## config.mk

```make
export PLATFORM = sky130hd
export DESIGN_NAME = modbus_pdu_responder
export DESIGN_NICKNAME = d
export VERILOG_FILES = /design/src/design/mpr_pkg.sv /design/src/design/modbus_pdu_responder.sv /design/src/design/mpr_ctrl.sv /design/src/design/mpr_datapath.sv
export SDC_FILE = /design/constraint.sdc
export NUM_CORES = 1
export LEC_CHECK = 0
export BUFFER_PORTS_ARGS = -buffer_cell sky130_fd_sc_hd__buf_2
export CORE_UTILIZATION = 45
export CTS_CLUSTER_DIAMETER = 60
export DETAILED_ROUTE_END_ITERATION = 8
export PLACE_DENSITY_LB_ADDON = 0.25
export SETUP_SLACK_MARGIN = 0.02
export SYNTH_ARGS = -nofsm -noshare
export SYNTH_HDL_FRONTEND = slang
export SYNTH_SLANG_ARGS = --single-unit
```

## constraint.sdc

```tcl
create_clock -name clk -period 3.3 [get_ports clk]
set_input_delay 0.165 -clock clk [delete_from_list [all_inputs] [get_ports clk]]
set_output_delay 0.165 -clock clk [all_outputs]
set_load 0.01 [all_outputs]
```

## src/design/mpr_pkg.sv

```systemverilog
// Shared types and constants for the Modbus PDU responder.
package mpr_pkg;

  // Stream widths
  localparam int unsigned InDataW  = 104;
  localparam int unsigned OutDataW = 48;

  // Function codes served
  localparam logic [7:0] FcReadCoils    = 8'h01;
  localparam logic [7:0] FcReadHolding  = 8'h03;
  localparam logic [7:0] FcReadInput    = 8'h04;
  localparam logic [7:0] FcWriteCoil    = 8'h05;
  localparam logic [7:0] FcWriteReg     = 8'h06;

  // Exception codes and flag
  localparam logic [7:0] ExcFlag        = 8'h80;
  localparam logic [7:0] ExcIllegalFunc = 8'h01;
  localparam logic [7:0] ExcIllegalAddr = 8'h02;
  localparam logic [7:0] ExcIllegalVal  = 8'h03;

  // Table sizes and limits
  localparam logic [16:0] NumCoils     = 17'd2;
  localparam logic [16:0] NumRegs      = 17'd4;
  localparam logic [15:0] CoilOn       = 16'hFF00;
  localparam logic [15:0] LimitMax     = 16'd1000;
  localparam logic [7:0]  MinReqLen    = 8'd5;
  localparam logic [9:0]  RateReset    = 10'd100;

  // Response lengths in bytes
  localparam logic [3:0]  LenExc   = 4'd2;
  localparam logic [3:0]  LenCoils = 4'd3;
  localparam logic [3:0]  LenEcho  = 4'd5;

  // Kind of response being sent
  typedef enum logic [2:0] {
    RK_NONE,
    RK_EXC,
    RK_COILS,
    RK_REGS,
    RK_ECHO
  } resp_kind_t;

  // Controller to datapath commands
  typedef struct packed {
    logic capture;   // latch the request transaction
    logic eval;      // decode request, update holding registers
    logic advance;   // step to the next response byte
  } mpr_cmd_t;

  // Datapath to controller status
  typedef struct packed {
    logic empty;     // request yields no response
    logic last;      // current byte is the final one
  } mpr_status_t;

endpackage

```

## src/design/modbus_pdu_responder.sv

```systemverilog
// Top level of the Modbus PDU responder.
// Each input transaction is one decoded request PDU with live status; the block
// answers with the response PDU one byte per output transaction, tlast on the
// final byte. A request is captured, then decoded, then its response bytes are
// sent: 2 bytes for an exception, 3 for read coils, 4 to 10 for register reads,
// 5 for write echoes; a zero-length request gives no output. One request is
// handled at a time: the input is ready only once the last byte of the previous
// response is taken. Holding registers reset to direction 0, speed 0, accel 100,
// decel 100, and their current values ride on every output byte.
module modbus_pdu_responder
  import mpr_pkg::*;
(
  input  logic                clk,
  input  logic                rst_n,
  input  logic                in_tvalid,
  output logic                in_tready,
  // function_code[7:0], start_address[23:8], quantity_or_value[39:24],
  // request_length[47:40], wifi_connected[48], motor_enabled[49],
  // direction_forward[50], rail_voltage_mv[66:51], current_speed[82:67],
  // uptime_seconds[98:83], zero pad[103:99]
  input  logic [InDataW-1:0]  in_tdata,
  output logic                out_tvalid,
  input  logic                out_tready,
  // resp_byte[7:0], enable_strobe[8], enable_value[9], estop_strobe[10],
  // direction_reverse[11], speed_setpoint[21:12], accel_rate[31:22],
  // decel_rate[41:32], zero pad[47:42]
  output logic [OutDataW-1:0] out_tdata,
  output logic                out_tlast
);

  mpr_cmd_t    cmd;
  mpr_status_t status;

  mpr_ctrl u_ctrl (
    .clk        (clk),
    .rst_n      (rst_n),
    .in_tvalid  (in_tvalid),
    .in_tready  (in_tready),
    .out_tvalid (out_tvalid),
    .out_tready (out_tready),
    .status     (status),
    .cmd        (cmd)
  );

  mpr_datapath u_dp (
    .clk       (clk),
    .rst_n     (rst_n),
    .cmd       (cmd),
    .in_tdata  (in_tdata),
    .status    (status),
    .out_tdata (out_tdata),
    .out_tlast (out_tlast)
  );

endmodule

```

## src/design/mpr_ctrl.sv

```systemverilog
// Controller state machine for the Modbus PDU responder.
module mpr_ctrl
  import mpr_pkg::*;
(
  input  logic        clk,
  input  logic        rst_n,
  input  logic        in_tvalid,
  output logic        in_tready,
  output logic        out_tvalid,
  input  logic        out_tready,
  input  mpr_status_t status,
  output mpr_cmd_t    cmd
);

  typedef enum logic [2:0] {
    ST_IDLE = 3'b001,
    ST_EVAL = 3'b010,
    ST_SEND = 3'b100
  } state_t;

  state_t state_r, state_nxt;

  // Next state
  always_comb begin
    state_nxt = state_r;
    unique case (state_r)
      ST_IDLE: if (in_tvalid) state_nxt = ST_EVAL;
      ST_EVAL: state_nxt = status.empty ? ST_IDLE : ST_SEND;
      ST_SEND: if (out_tready && status.last) state_nxt = ST_IDLE;
      default: state_nxt = ST_IDLE;
    endcase
  end

  always_ff @(posedge clk) begin
    if (!rst_n) begin
      state_r <= ST_IDLE;
    end else begin
      state_r <= state_nxt;
    end
  end

  // Handshakes and commands; refuse input while reset is held
  assign in_tready   = (state_r == ST_IDLE) && rst_n;
  assign out_tvalid  = (state_r == ST_SEND);
  assign cmd.capture = in_tready && in_tvalid;
  assign cmd.eval    = (state_r == ST_EVAL);
  assign cmd.advance = out_tvalid && out_tready;

endmodule

```

## src/design/mpr_datapath.sv

```systemverilog
// Request decode, holding registers and response byte generation.
module mpr_datapath
  import mpr_pkg::*;
(
  input  logic                clk,
  input  logic                rst_n,
  input  mpr_cmd_t            cmd,
  input  logic [InDataW-1:0]  in_tdata,
  output mpr_status_t         status,
  output logic [OutDataW-1:0] out_tdata,
  output logic                out_tlast
);

  // Latched request
  logic [7:0]  fc_r;
  logic [15:0] addr_r;
  logic [15:0] qv_r;
  logic [7:0]  len_in_r;
  logic [15:0] ireg_r [4];

  // Decoded response
  resp_kind_t  kind_r, kind_nxt;
  logic [7:0]  exc_r, exc_nxt;
  logic [3:0]  rlen_r, rlen_nxt;
  logic        en_stb_r, en_stb_nxt;
  logic        en_val_r, en_val_nxt;
  logic        estop_r, estop_nxt;
  logic        wr_en;
  logic [3:0]  idx_r;

  // Holding registers
  logic        hold_dir_r;
  logic [9:0]  hold_speed_r;
  logic [9:0]  hold_accel_r;
  logic [9:0]  hold_decel_r;

  logic [16:0] sum;
  logic        known;
  logic        bad_val;
  logic        coil_bit;
  logic [1:0]  word_sel;
  logic [1:0]  reg_idx;
  logic [15:0] word;
  logic [7:0]  resp_byte;
  logic        last;

  // Capture the request transaction
  always_ff @(posedge clk) begin
    if (cmd.capture) begin
      fc_r      <= in_tdata[7:0];
      addr_r    <= in_tdata[23:8];
      qv_r      <= in_tdata[39:24];
      len_in_r  <= in_tdata[47:40];
      ireg_r[0] <= {13'd0, ~in_tdata[50], in_tdata[49], in_tdata[48]};
      ireg_r[1] <= in_tdata[66:51];
      ireg_r[2] <= in_tdata[82:67];
      ireg_r[3] <= in_tdata[98:83];
    end
  end

  // Decode the latched request
  assign sum   = {1'b0, addr_r} + {1'b0, qv_r};
  assign known = (fc_r == FcReadCoils) || (fc_r == FcReadHolding) ||
                 (fc_r == FcReadInput) || (fc_r == FcWriteCoil) ||
                 (fc_r == FcWriteReg);

  always_comb begin
    bad_val = 1'b0;
    priority if (addr_r == 16'd0) begin
      bad_val = (qv_r > 16'd1);
    end else if (addr_r == 16'd1) begin
      bad_val = (qv_r > LimitMax);
    end else begin
      bad_val = (qv_r == 16'd0) || (qv_r > LimitMax);
    end
  end

  always_comb begin
    kind_nxt   = RK_EXC;
    exc_nxt    = ExcIllegalFunc;
    rlen_nxt   = LenExc;
    en_stb_nxt = 1'b0;
    en_val_nxt = 1'b0;
    estop_nxt  = 1'b0;
    wr_en      = 1'b0;
    priority if (len_in_r == 8'd0) begin
      kind_nxt = RK_NONE;
    end else if (!known) begin
      exc_nxt = ExcIllegalFunc;
    end else if (len_in_r < MinReqLen) begin
      exc_nxt = ExcIllegalVal;
    end else if (fc_r == FcReadCoils) begin
      if (qv_r == 16'd0 || sum > NumCoils) begin
        exc_nxt = ExcIllegalAddr;
      end else begin
        kind_nxt = RK_COILS;
        rlen_nxt = LenCoils;
      end
    end else if (fc_r == FcReadHolding || fc_r == FcReadInput) begin
      if (qv_r == 16'd0 || sum > NumRegs) begin
        exc_nxt = ExcIllegalAddr;
      end else begin
        kind_nxt = RK_REGS;
        rlen_nxt = 4'd2 + {qv_r[2:0], 1'b0};
      end
    end else if (fc_r == FcWriteCoil) begin
      if ({1'b0, addr_r} >= NumCoils) begin
        exc_nxt = ExcIllegalAddr;
      end else if (qv_r != CoilOn && qv_r != 16'd0) begin
        exc_nxt = ExcIllegalVal;
      end else begin
        kind_nxt   = RK_ECHO;
        rlen_nxt   = LenEcho;
        en_stb_nxt = (addr_r == 16'd0);
        en_val_nxt = (addr_r == 16'd0) && (qv_r == CoilOn);
        estop_nxt  = (addr_r == 16'd1) && (qv_r == CoilOn);
      end
    end else begin
      if ({1'b0, addr_r} >= NumRegs) begin
        exc_nxt = ExcIllegalAddr;
      end else if (bad_val) begin
        exc_nxt = ExcIllegalVal;
      end else begin
        kind_nxt = RK_ECHO;
        rlen_nxt = LenEcho;
        wr_en    = 1'b1;
      end
    end
  end

  assign status.empty = (kind_nxt == RK_NONE);

  // Hold the decoded response
  always_ff @(posedge clk) begin
    if (!rst_n) begin
      kind_r   <= RK_NONE;
      en_stb_r <= 1'b0;
      en_val_r <= 1'b0;
      estop_r  <= 1'b0;
    end else if (cmd.eval) begin
      kind_r   <= kind_nxt;
      en_stb_r <= en_stb_nxt;
      en_val_r <= en_val_nxt;
      estop_r  <= estop_nxt;
    end
  end

  always_ff @(posedge clk) begin
    if (cmd.eval) begin
      exc_r  <= exc_nxt;
      rlen_r <= rlen_nxt;
    end
  end

  // Advance the byte index
  always_ff @(posedge clk) begin
    if (!rst_n) begin
      idx_r <= 4'd0;
    end else if (cmd.eval) begin
      idx_r <= 4'd0;
    end else if (cmd.advance) begin
      idx_r <= idx_r + 4'd1;
    end
  end

  // Write holding registers on an accepted write single register
  always_ff @(posedge clk) begin
    if (!rst_n) begin
      hold_dir_r   <= 1'b0;
      hold_speed_r <= 10'd0;
      hold_accel_r <= RateReset;
      hold_decel_r <= RateReset;
    end else if (cmd.eval && wr_en) begin
      unique case (addr_r[1:0])
        2'd0: hold_dir_r   <= qv_r[0];
        2'd1: hold_speed_r <= qv_r[9:0];
        2'd2: hold_accel_r <= qv_r[9:0];
        2'd3: hold_decel_r <= qv_r[9:0];
        default: hold_dir_r <= hold_dir_r;
      endcase
    end
  end

  // Select the register word for a read response (word k sits at bytes 2k+2, 2k+3)
  assign word_sel = idx_r[2:1] - 2'd1;
  assign reg_idx  = addr_r[1:0] + word_sel;

  always_comb begin
    if (fc_r == FcReadHolding) begin
      unique case (reg_idx)
        2'd0: word = {15'd0, hold_dir_r};
        2'd1: word = {6'd0, hold_speed_r};
        2'd2: word = {6'd0, hold_accel_r};
        2'd3: word = {6'd0, hold_decel_r};
        default: word = 16'd0;
      endcase
    end else begin
      word = ireg_r[reg_idx];
    end
  end

  assign coil_bit = (addr_r == 16'd0) && ireg_r[0][1];

  // Build the current response byte
  always_comb begin
    resp_byte = 8'd0;
    unique case (kind_r)
      RK_EXC: begin
        resp_byte = (idx_r == 4'd0) ? (fc_r | ExcFlag) : exc_r;
      end
      RK_COILS: begin
        priority case (idx_r)
          4'd0:    resp_byte = fc_r;
          4'd1:    resp_byte = 8'd1;
          default: resp_byte = {7'd0, coil_bit};
        endcase
      end
      RK_REGS: begin
        priority case (idx_r)
          4'd0:    resp_byte = fc_r;
          4'd1:    resp_byte = {qv_r[6:0], 1'b0};
          default: resp_byte = idx_r[0] ? word[7:0] : word[15:8];
        endcase
      end
      RK_ECHO: begin
        priority case (idx_r)
          4'd0:    resp_byte = fc_r;
          4'd1:    resp_byte = addr_r[15:8];
          4'd2:    resp_byte = addr_r[7:0];
          4'd3:    resp_byte = qv_r[15:8];
          default: resp_byte = qv_r[7:0];
        endcase
      end
      default: resp_byte = 8'd0;
    endcase
  end

  assign last        = (idx_r == rlen_r - 4'd1);
  assign status.last = last;
  assign out_tlast   = last;

  // resp_byte, enable_strobe, enable_value, estop_strobe, direction_reverse,
  // speed_setpoint, accel_rate, decel_rate, zero pad
  assign out_tdata = {6'd0,
                      hold_decel_r,
                      hold_accel_r,
                      hold_speed_r,
                      hold_dir_r,
                      estop_r && last,
                      en_val_r && last,
                      en_stb_r && last,
                      resp_byte};

endmodule

```

After elaboration in Yosys (flattened, before gate mapping)

Memory sizes are Yosys's and may differ from the RTL's.
Cells that the tools add are included.

Register bits after elaboration: 104
Latch bits: 0
Memory bits (writable): 64
ROM bits: 0
Input bits: 108
Output and inout port bits: 51
Logic and storage cells: 176
Memories kept: 1

Add/subtract/negate cells: 6
Multipliers: 0
Div/mod/pow operators: 0
Order comparisons: 7
Equality and inequality tests: 27
Shift-type cells: 0
Mux-type cells: 79
Bitwise logic cells: 3
Reduce and logical (&&, ||, !) cells: 36

Memories:

| memory      | depth | bits a word | read ports | clocked after Yosys merged registers in | wr ports | RTL line           | text |
|---|---|---|---|---|---|---|---|
| u_dp.ireg_r | 4     | 16          | 2          | 0                                       | 4        | mpr_datapath.sv:19 | `logic [15:0] ireg_r [4];` |

Operators by type and width:

| kind                 | count |
|---|---|
| $pmux 16 s4          | 1 |
| $pmux 8 s4           | 2 |
| $mux 8               | 7 |
| $mux 3               | 15 |
| $mux 1               | 37 |
| $logic_not 16->1     | 2 |
| $pmux 8 s2           | 2 |
| $eq 8x3->1 const B   | 3 |
| $mux 4               | 6 |
| $add 16x16->17       | 1 |
| $gt 17x2->1 const B  | 1 |
| $gt 17x3->1 const B  | 1 |
| $eq 16x1->1 const B  | 1 |
| $eq 16x16->1 const B | 1 |
| $ge 16x2->1 const B  | 1 |
| $ge 16x3->1 const B  | 1 |
| $gt 16x1->1 const B  | 1 |
| $gt 16x10->1 const B | 1 |
| $mux 16              | 1 |
| $ne 16x16->1 const B | 1 |
| $reduce_bool 16->1   | 1 |
| $mux 2               | 7 |
| $logic_and 1x1->1    | 12 |
| $reduce_and 2->1     | 5 |
| other kinds (26)     | 47 |

Depth between registers and ports, before layout

Gate-level depths: netlist (run 1).

Depth after elaboration: 15
Depth in mapped cells: 13
Depth with buffers taken out: 11

Modules after synthesis

Synthesis (run 1) repeated with hierarchy kept, for this count alone.

Cells, all modules: 711
Area, all modules: 7,913.8 um2

Modules (own cells, without submodules):

| module       | times used | cells each | area each (um2) | seq. area each (um2) |
|---|---|---|---|---|
| mpr_datapath | 1          | 692        | 7,759.9         | 3,973.8 |
| mpr_ctrl     | 1          | 19         | 153.9           | 60.1 |

Least setup slack after synthesis (run 1)

OpenSTA, ideal clock, no wires.

Kind: reg2reg
From: register u_ctrl.state_r[0]
To: register u_dp.addr_r[0] (enable)
Setup time: 470 ps
Arrival: 2,995 ps
Required time: 2,830 ps
Setup slack: -164 ps
Stages on the path, launching flop included: 3
Buffers on the path: 0
Period minus slack after synthesis: 3,464 ps
Cell sequence: dfxtp_1 nor3b_1 and3_1

RTL lines:

| what                     | RTL line           | text |
|---|---|---|
| start: declaration       | mpr_ctrl.sv:21     | `state_t state_r, state_nxt;` |
| start signal: assignment | mpr_ctrl.sv:38     | `state_r <= state_nxt;` |
| end signal: assignment   | mpr_datapath.sv:51 | `addr_r <= in_tdata[23:8];` |
| end: declaration         | mpr_datapath.sv:16 | `logic [15:0] addr_r;` |

Worst setup path in the final report (run 1)

From: register u_dp.addr_r[1]
To: register u_dp.rlen_r[1] (data pin)

Longest elaborated chain between the ends: 8
Elaborated cells on any way between the ends: 16
Classes of those cells: add/sub (1); order compare (3); eq/ne (1); mux (9); reduce/logical (2)

RTL lines:

| what                                                   | RTL line            | text |
|---|---|---|
| branches (longest 6 deep; another with $add 16x16->17) | --                  |  |
| $mux 4 (*)                                             | mpr_datapath.sv:99  | `end else if (fc_r == FcReadHolding \|\| fc_r == FcReadInput) begin` |
| $mux 4 (*)                                             | mpr_datapath.sv:92  | `end else if (fc_r == FcReadCoils) begin` |
| end signal: assignment                                 | mpr_datapath.sv:151 | `rlen_r <= rlen_nxt;` |
| end: declaration                                       | mpr_datapath.sv:24  | `logic [3:0] rlen_r, rlen_nxt;` |

Mark *: on every way between the ends.
A chain may end at the register's enable or synchronous reset.

==> results of run 1 <==
## cells in the final DEF, fill, tap and decap left out, drive strengths merged, types with 4 or more instances in the layout
cell / instances
buf: 195
edfxtp: 105
dlygate4sd3: 100
nand2: 66
o21ai: 49
dfxtp: 44
nor2: 43
mux2i: 33
inv: 26
ha: 25
nand3: 24
a21oi: 23
nor2b: 19
clkbuf: 19
a22oi: 16
nand4: 14
xnor2: 13
o221ai: 11
and2: 10
a21o: 9
o22ai: 9
nor3: 9
xor2: 9
a221o: 8
a221oi: 8
a32oi: 8
nor4: 8
nand2b: 6
conb: 6
a31oi: 6
and3: 6
mux2: 6
a22o: 5
mux4: 5
or4: 5
and4: 4
## power groups by stage
stage / clock (mW) / combinational [mW] / sequential [mW]
final: 2.00 / 0.559 / 2.12
after global routing: 2.09 / 0.603 / 2.12
after CTS: 2.02 / 0.534 / 2.11
after detailed placement: 0 / 0.429 / 2.15
after global placement: 0 / 0.429 / 2.15
after floorplan: 0 / 0.268 / 2.14
## metrics by stage
| stage | setup TNS (ns) | utilization (%) | setup slack (ns) | hold slack (ns) |
|---|---|---|---|---|
| after floorplan | 0 | - | 0.1494 | 0.2639 |
| after global placement | 0 | 53.48 | 0.04702 | 0.3423 |
| after detailed placement | 0 | 53.48 | 0.05058 | 0.3431 |
| after CTS | 0 | 63.52 | 0.02222 | 0.1072 |
| after global routing | -0.02580 | 64.10 | -0.02237 | 0.1312 |
| final | 0 | 64.10 | 0.07374 | 0.1123 |
## flip-flops by register name (all words and copies together), names as in the netlist, 8 cells and up
register	cells
u_dp.ireg_r	51
u_dp.addr_r	16
u_dp.qv_r	16
u_dp.hold_accel_r	10
u_dp.hold_decel_r	10
u_dp.hold_speed_r	10
u_dp.fc_r	8
u_dp.len_in_r	8
## path summary, 6_finish.rpt
| path | from | endpoint | cells past startpoint |
|---|---|---|---|
| worst max-delay path | u_dp.addr_r[1] | u_dp.rlen_r[1] | 9 |
| worst min-delay path | out_tready | u_ctrl.state_r[2] | 4 |
| worst max register to register | u_dp.addr_r[1] | u_dp.rlen_r[1] | 9 |
| worst min register to register | u_dp.hold_decel_r[7] | u_dp.hold_decel_r[7] | 2 |
## per-layer routing
layer / routed length, µm / vias to the layer above / GRT usage (%)
li1: - / 3235 / -
met1: 9922 / 3288 / 35.10
met2: 11310 / 337 / 42.97
met3: 1898 / 36 / 5.632
met4: 305 / 0 / 7.828
met5: 0 / - / 0
## logic make-up (layout without fill, tap and decap cells)
family / Yosys count / in the layout / share of synthesized area, %
other cells: 1 / 6 / 0.04826
flops: 149 / 149 / 51.92
compound gates: 178 / 178 / 15.97
xor+xnor: 22 / 22 / 2.480
mux: 44 / 44 / 6.570
buf+inv: 67 / 345 / 3.881
fa+ha+maj: 26 / 26 / 4.283
simple gates: 222 / 222 / 14.85
## area by class of cell
| type | count | area (µm²) |
|---|---|---|
| clock buffers | 19 | 464.2 |
| well taps | 220 | 275.3 |
| multi-input cells | 498 | 3561 |
| fillers | 1302 | 5996 |
| repair buffers | 295 | 2155 |
| inverters | 18 | 67.56 |
| clock inverters | 13 | 148.9 |
| flip-flops and latches | 149 | 4034 |
## tightest hold or removal path, cell delays in order
cell and delay, ns:
buf_2 0.11, nand2_1 0.05, a21oi_1 0.08, nor2b_1 0.10
## repair_timing
action / 4_1_cts / 5_1_grt
pin swaps: 1 / 1
gates resized for setup: 3 / 14
hold buffers: 100 / 0
setup endpoints to repair: 8 / 16
setup buffers: 4 / 2
endpoints found under the hold margin: 100 / 0
==> flow_metrics.env, run 1 <==
export IMPL_synth_top_cell_area_share_pct=40.58
export IMPL_core_rowCount=47
export IMPL_cellPowerDensity_nw_per_um2=436.7
export IMPL_outcome="finished clean"
export IMPL_fmax_mhz=310.0
export IMPL_slowest_stage="or4_4"
export IMPL_coreArea_um2=16700
export IMPL_ant_nets=0
export IMPL_worstPathCellList="ha_1, a211o_1, a221o_1, a211oi_2, xor2_1, nand4_2, or4_4, nor3_4, a41oi_2"
export IMPL_clockBufferDepth=2
export IMPL_antenna_found_initial=0
export IMPL_placed_cell_area_um2=8931
export IMPL_die_w_um=133.4
export IMPL_via_per_inst=5.690
export IMPL_regToRegSetupSlack_ns=0.07
export IMPL_drive_above_1_share_pct=26.51
export IMPL_root_buffer="clkbuf_16"
export IMPL_maxSlewViolCount=0
export IMPL_hold_class="input pin to flop"
export IMPL_place_inst=1074
export IMPL_combPwrFrac_pct=12.0
export IMPL_clockPowerShare_pct=42.8
export IMPL_finalNetCount=1113
export IMPL_p_int_mw=3.495
export IMPL_critical_path_n_buffers_inverters=0
export IMPL_setup_violations=0
export IMPL_synth_edf_count=105
export IMPL_grt_max_degree=52
export IMPL_setup_worst_path_end_class="flop"
export IMPL_wl_per_cell_um=19.33
export IMPL_synth_common_cells="105 x edfxtp_1, 66 x nand2_1, 44 x dfxtp_1"
export IMPL_port_buffer_count=147
export IMPL_start_util_pct=46.52
export IMPL_grt_use_total_pct=26.31
export IMPL_avgSynthCellArea_um2=10.96
export IMPL_cpPeakStageDelay_ns=0.55
export IMPL_tightest_slew_ns=0.7141
export IMPL_finalHoldViolations=0
export IMPL_ys_seq_area_share_pct=51.92
export IMPL_power_switching_mw=1.181
export IMPL_routabilityCongestion=0.9494
export IMPL_netlist_area_um2=7770
export IMPL_io_pins=159
export IMPL_die_area_um2=17800
export IMPL_cts_tree="built"
export IMPL_peakVddDrop_v=0.0003749
export IMPL_grt_first_pass_wirelength_um=35470
export IMPL_layoutNonFillerInstCount=1212
export IMPL_dp_hpwl_um=15640
export IMPL_synth_top_area_cell="edfxtp_1"
export IMPL_power_total_mw=4.675
export IMPL_clk_pin_slew_worst_paths_ns=0.07
export IMPL_ys_warnings_count=0
export IMPL_h_tree_depth=4
export IMPL_worst_path_max_fanout=4
export IMPL_path_class="flop to flop"
export IMPL_drv_cap=0
export IMPL_synth_most_common_cell="edfxtp_1"
export IMPL_grt_ovfl_total=0
export IMPL_drtIter0Drc=590
export IMPL_leakage_nw=4.330
export IMPL_rsz0062_at_grt="yes"
export IMPL_drc_errors=0
export IMPL_wl_um=23430
export IMPL_power_frac_seq_pct=45.3
export IMPL_syn2layout_area_growth_pct=37.78
export IMPL_firstDrtPassIters=5
export IMPL_routed_via_count=6896
export IMPL_crit_path_start_kind="flop"
export IMPL_slew_headroom_pct=52.03
export IMPL_diodes=0
export IMPL_worstPathArrival_ns=3.38
export IMPL_cts_buffers=17
export IMPL_yosys_cell_types_count=75
export IMPL_ys_async_sr_fraction_pct=0
export IMPL_clkLatencyLatePin_ns=0.43
export IMPL_design_area_um2=10710
export IMPL_finalCriticalPeriod_ns=3.226
export IMPL_synthTopCellsByArea="edfxtp_1 41%, dfxtp_1 11%, mux2i_1 4.3%, ha_1 4.0%, nand2_1 3.2%"
export IMPL_clock_skew_ns=0.01152
export IMPL_switching_share_pct=25.25
export IMPL_ys_seq_elements=149
export IMPL_die_h_um=133.4
export IMPL_synthFlopType="edfxtp_1"
export IMPL_grt_pass1_vias=6533
export IMPL_numClockSinks=149
export IMPL_cp_top_family="compound AO/OA/AOI/OAI gates"
export IMPL_period_share_pct=97.77
export IMPL_cp_required_ns=3.46
export IMPL_synthCells=709
Note: power is estimated with default switching activity, not from simulation.
==> inputs of run 2 (changes only) <==
Settings changed: CORE_UTILIZATION 45 to 50.
==> run 2 against run 1 <==
Net effect:
- hold slack improved by 0.019 ns
- sequential power barely moved
- worst setup slack got worse by 0.033 ns
- clock-buffer cell count down 2
- sequential cell count unchanged
- combinational power is 7.7% higher
- largest cell class unchanged
==> flow_metrics.env, run 2 (synthesis gave the netlist of run 1 again) <==
export IMPL_worstPathCellList="buf_6, inv_6, ha_4, xor2_4, xnor2_2, buf_6, buf_12, mux2_4, a221o_1, a32oi_1, o221ai_1, buf_2"
export IMPL_design_area_um2=10760
export IMPL_cpPeakStageDelay_ns=0.41
export IMPL_clk_pin_slew_worst_paths_ns=0.06
export IMPL_cp_required_ns=3.13
export IMPL_root_buffer="clkbuf_16"
export IMPL_syn2layout_area_growth_pct=38.50
export IMPL_drv_cap=0
export IMPL_largest_register="u_dp.ireg_r"
export IMPL_finalCriticalPeriod_ns=3.259
export IMPL_setup_violations=0
export IMPL_drtIter0Drc=755
export IMPL_numClockSinks=149
export IMPL_finalNetCount=1125
export IMPL_diodes=0
export IMPL_grt_use_total_pct=31.78
export IMPL_grt_max_degree=52
export IMPL_drc_errors=0
export IMPL_hold_class="input pin to flop"
export IMPL_clock_skew_ns=0.008287
export IMPL_worstSetupStartpoint="u_dp.addr_r[0]"
export IMPL_pre_cts_ws_ns=0.05995
export IMPL_wl_um=25330
export IMPL_coreArea_um2=15200
export IMPL_start_util_pct=51.11
export IMPL_io_pins=159
export IMPL_setup_worst_path_end_class="primary output"
export IMPL_clkLatencyLatePin_ns=0.43
export IMPL_leakage_nw=4.371
export IMPL_outcome="finished clean"
export IMPL_hold_start="out_tready"
export IMPL_ant_nets=0
export IMPL_cts_tree="built"
export IMPL_rsz0062_at_grt="yes"
export IMPL_slowest_stage="edfxtp_1"
export IMPL_cellPowerDensity_nw_per_um2=428.6
export IMPL_die_area_um2=16040
export IMPL_grt_first_pass_wirelength_um=38430
export IMPL_die_h_um=126.7
export IMPL_period_share_pct=98.76
export IMPL_worst_path_max_fanout=6
export IMPL_via_per_inst=6.007
export IMPL_crit_path_start_kind="flop"
export IMPL_placed_cell_area_um2=8924
export IMPL_layout_common_cells="147 x buf_2, 105 x edfxtp_1, 100 x dlygate4sd3_1"
export IMPL_largest_register_ffs=51
export IMPL_crit_top_cell="buf_6"
export IMPL_tns_ns=0
export IMPL_firstDrtPassIters=5
export IMPL_routed_via_count=7160
export IMPL_h_tree_depth=4
export IMPL_port_buffer_count=147
export IMPL_fmax_mhz=306.8
export IMPL_maxSlewViolCount=0
export IMPL_drive_above_1_share_pct=27.39
export IMPL_slew_headroom_pct=54.35
export IMPL_mostFrequentLayoutCell="buf_2"
export IMPL_clockBufferDepth=2
export IMPL_routabilityCongestion=0.8976
export IMPL_die_w_um=126.7
export IMPL_cts_buffers=17
export IMPL_antenna_found_initial=1
export IMPL_r2r_start="u_dp.addr_r[1]"
export IMPL_wl_per_cell_um=21.25
export IMPL_peakVddDrop_v=0.0005004
export IMPL_dp_hpwl_um=16640
export IMPL_largestRegisters="u_dp.ireg_r x51, u_dp.addr_r x16, u_dp.qv_r x16"
export IMPL_place_inst=1048
export IMPL_worstPathArrival_ns=3.09
export IMPL_tightest_slew_ns=0.6795
export IMPL_fin_ws_ns=0.04085
export IMPL_grt_pass1_vias=7163
export IMPL_core_rowCount=45
export IMPL_grt_ovfl_total=0
export IMPL_layoutNonFillerInstCount=1192
export IMPL_finalHoldViolations=0
export IMPL_path_class="flop to primary output"
==> run 2: cell count changes in the layout (fill, tap and decap cells not counted), moves of 2 or more <==
cell	before	now
buf_12	4	2
buf_4	42	53
bufbuf_16	0	2
clkinv_2	0	3
inv_1	16	14
inv_6	5	7
inv_8	3	0
nand4_2	3	1
nand4_4	0	2
==> run 2: report_power, final <==
part           switching, mW  total, mW  internal [mW]
Combinational          0.299      0.602          0.303
Clock                  0.843       1.90           1.06
Sequential            0.0396       2.11           2.07
==> run 2: cell type report <==
| type | instances | area, µm² |
|---|---|---|
| clock buffers | 17 | 425.4 |
| inverters | 18 | 72.57 |
| clock inverters | 15 | 146.4 |
| multi-input cells | 498 | 3560 |
| flip-flops and latches | 149 | 4035 |
| fillers | 1059 | 4441 |
| repair buffers | 307 | 2287 |
| well taps | 188 | 235.2 |
==> run 2: what timing repair did <==
action | in CTS | in global routing
gates resized for setup | 6 | 15
endpoints found under the setup margin | 6 | 20
pin swaps | 5 | 5
hold endpoints to repair | 100 | 0
setup buffers | 3 | 6
cloned | 2 | 1
hold buffers | 100 | 0
==> run 2: final timing paths <==
path / end / slack [ns] / depth (start not counted)
max: out_tdata[4] / 0.04 / 12
min: u_ctrl.state_r[2] / 0.13 / 4
max reg2reg: u_dp.exc_r[1] / 0.09 / 9
min reg2reg: u_dp.hold_decel_r[7] / 0.47 / 2
==> run 2: stage by stage <==
stage	util, %	hold WS, ns	power (mW)
2_1_floorplan	-	0.2639	2.409
3_3_place_gp	58.70	0.3409	2.583
3_5_place_dp	58.70	0.3431	2.593
4_1_cts	69.79	0.1085	4.574
5_1_grt	70.79	0.1654	4.733
6_report	70.79	0.1316	4.613
==> run 2: critical path, delay by kind of cell (launching register included) <==
family	cells	cell delay, ns
muxes	1	0.30
buffers and inverters	5	0.66
xor gates and xnor gates	2	0.33
adders and majority gates	1	0.15
DFF	1	0.41
AOI/OAI and AO/OA	3	0.80
==> run 2: routing by layer <==
| metal | track usage, % | wire length (µm) |
|---|---|---|
| met1 | 40.93 | 10570 |
| met2 | 53.10 | 12150 |
| met3 | 6.495 | 1813 |
| met4 | 11.90 | 799 |
| met5 | 0 | 0 |
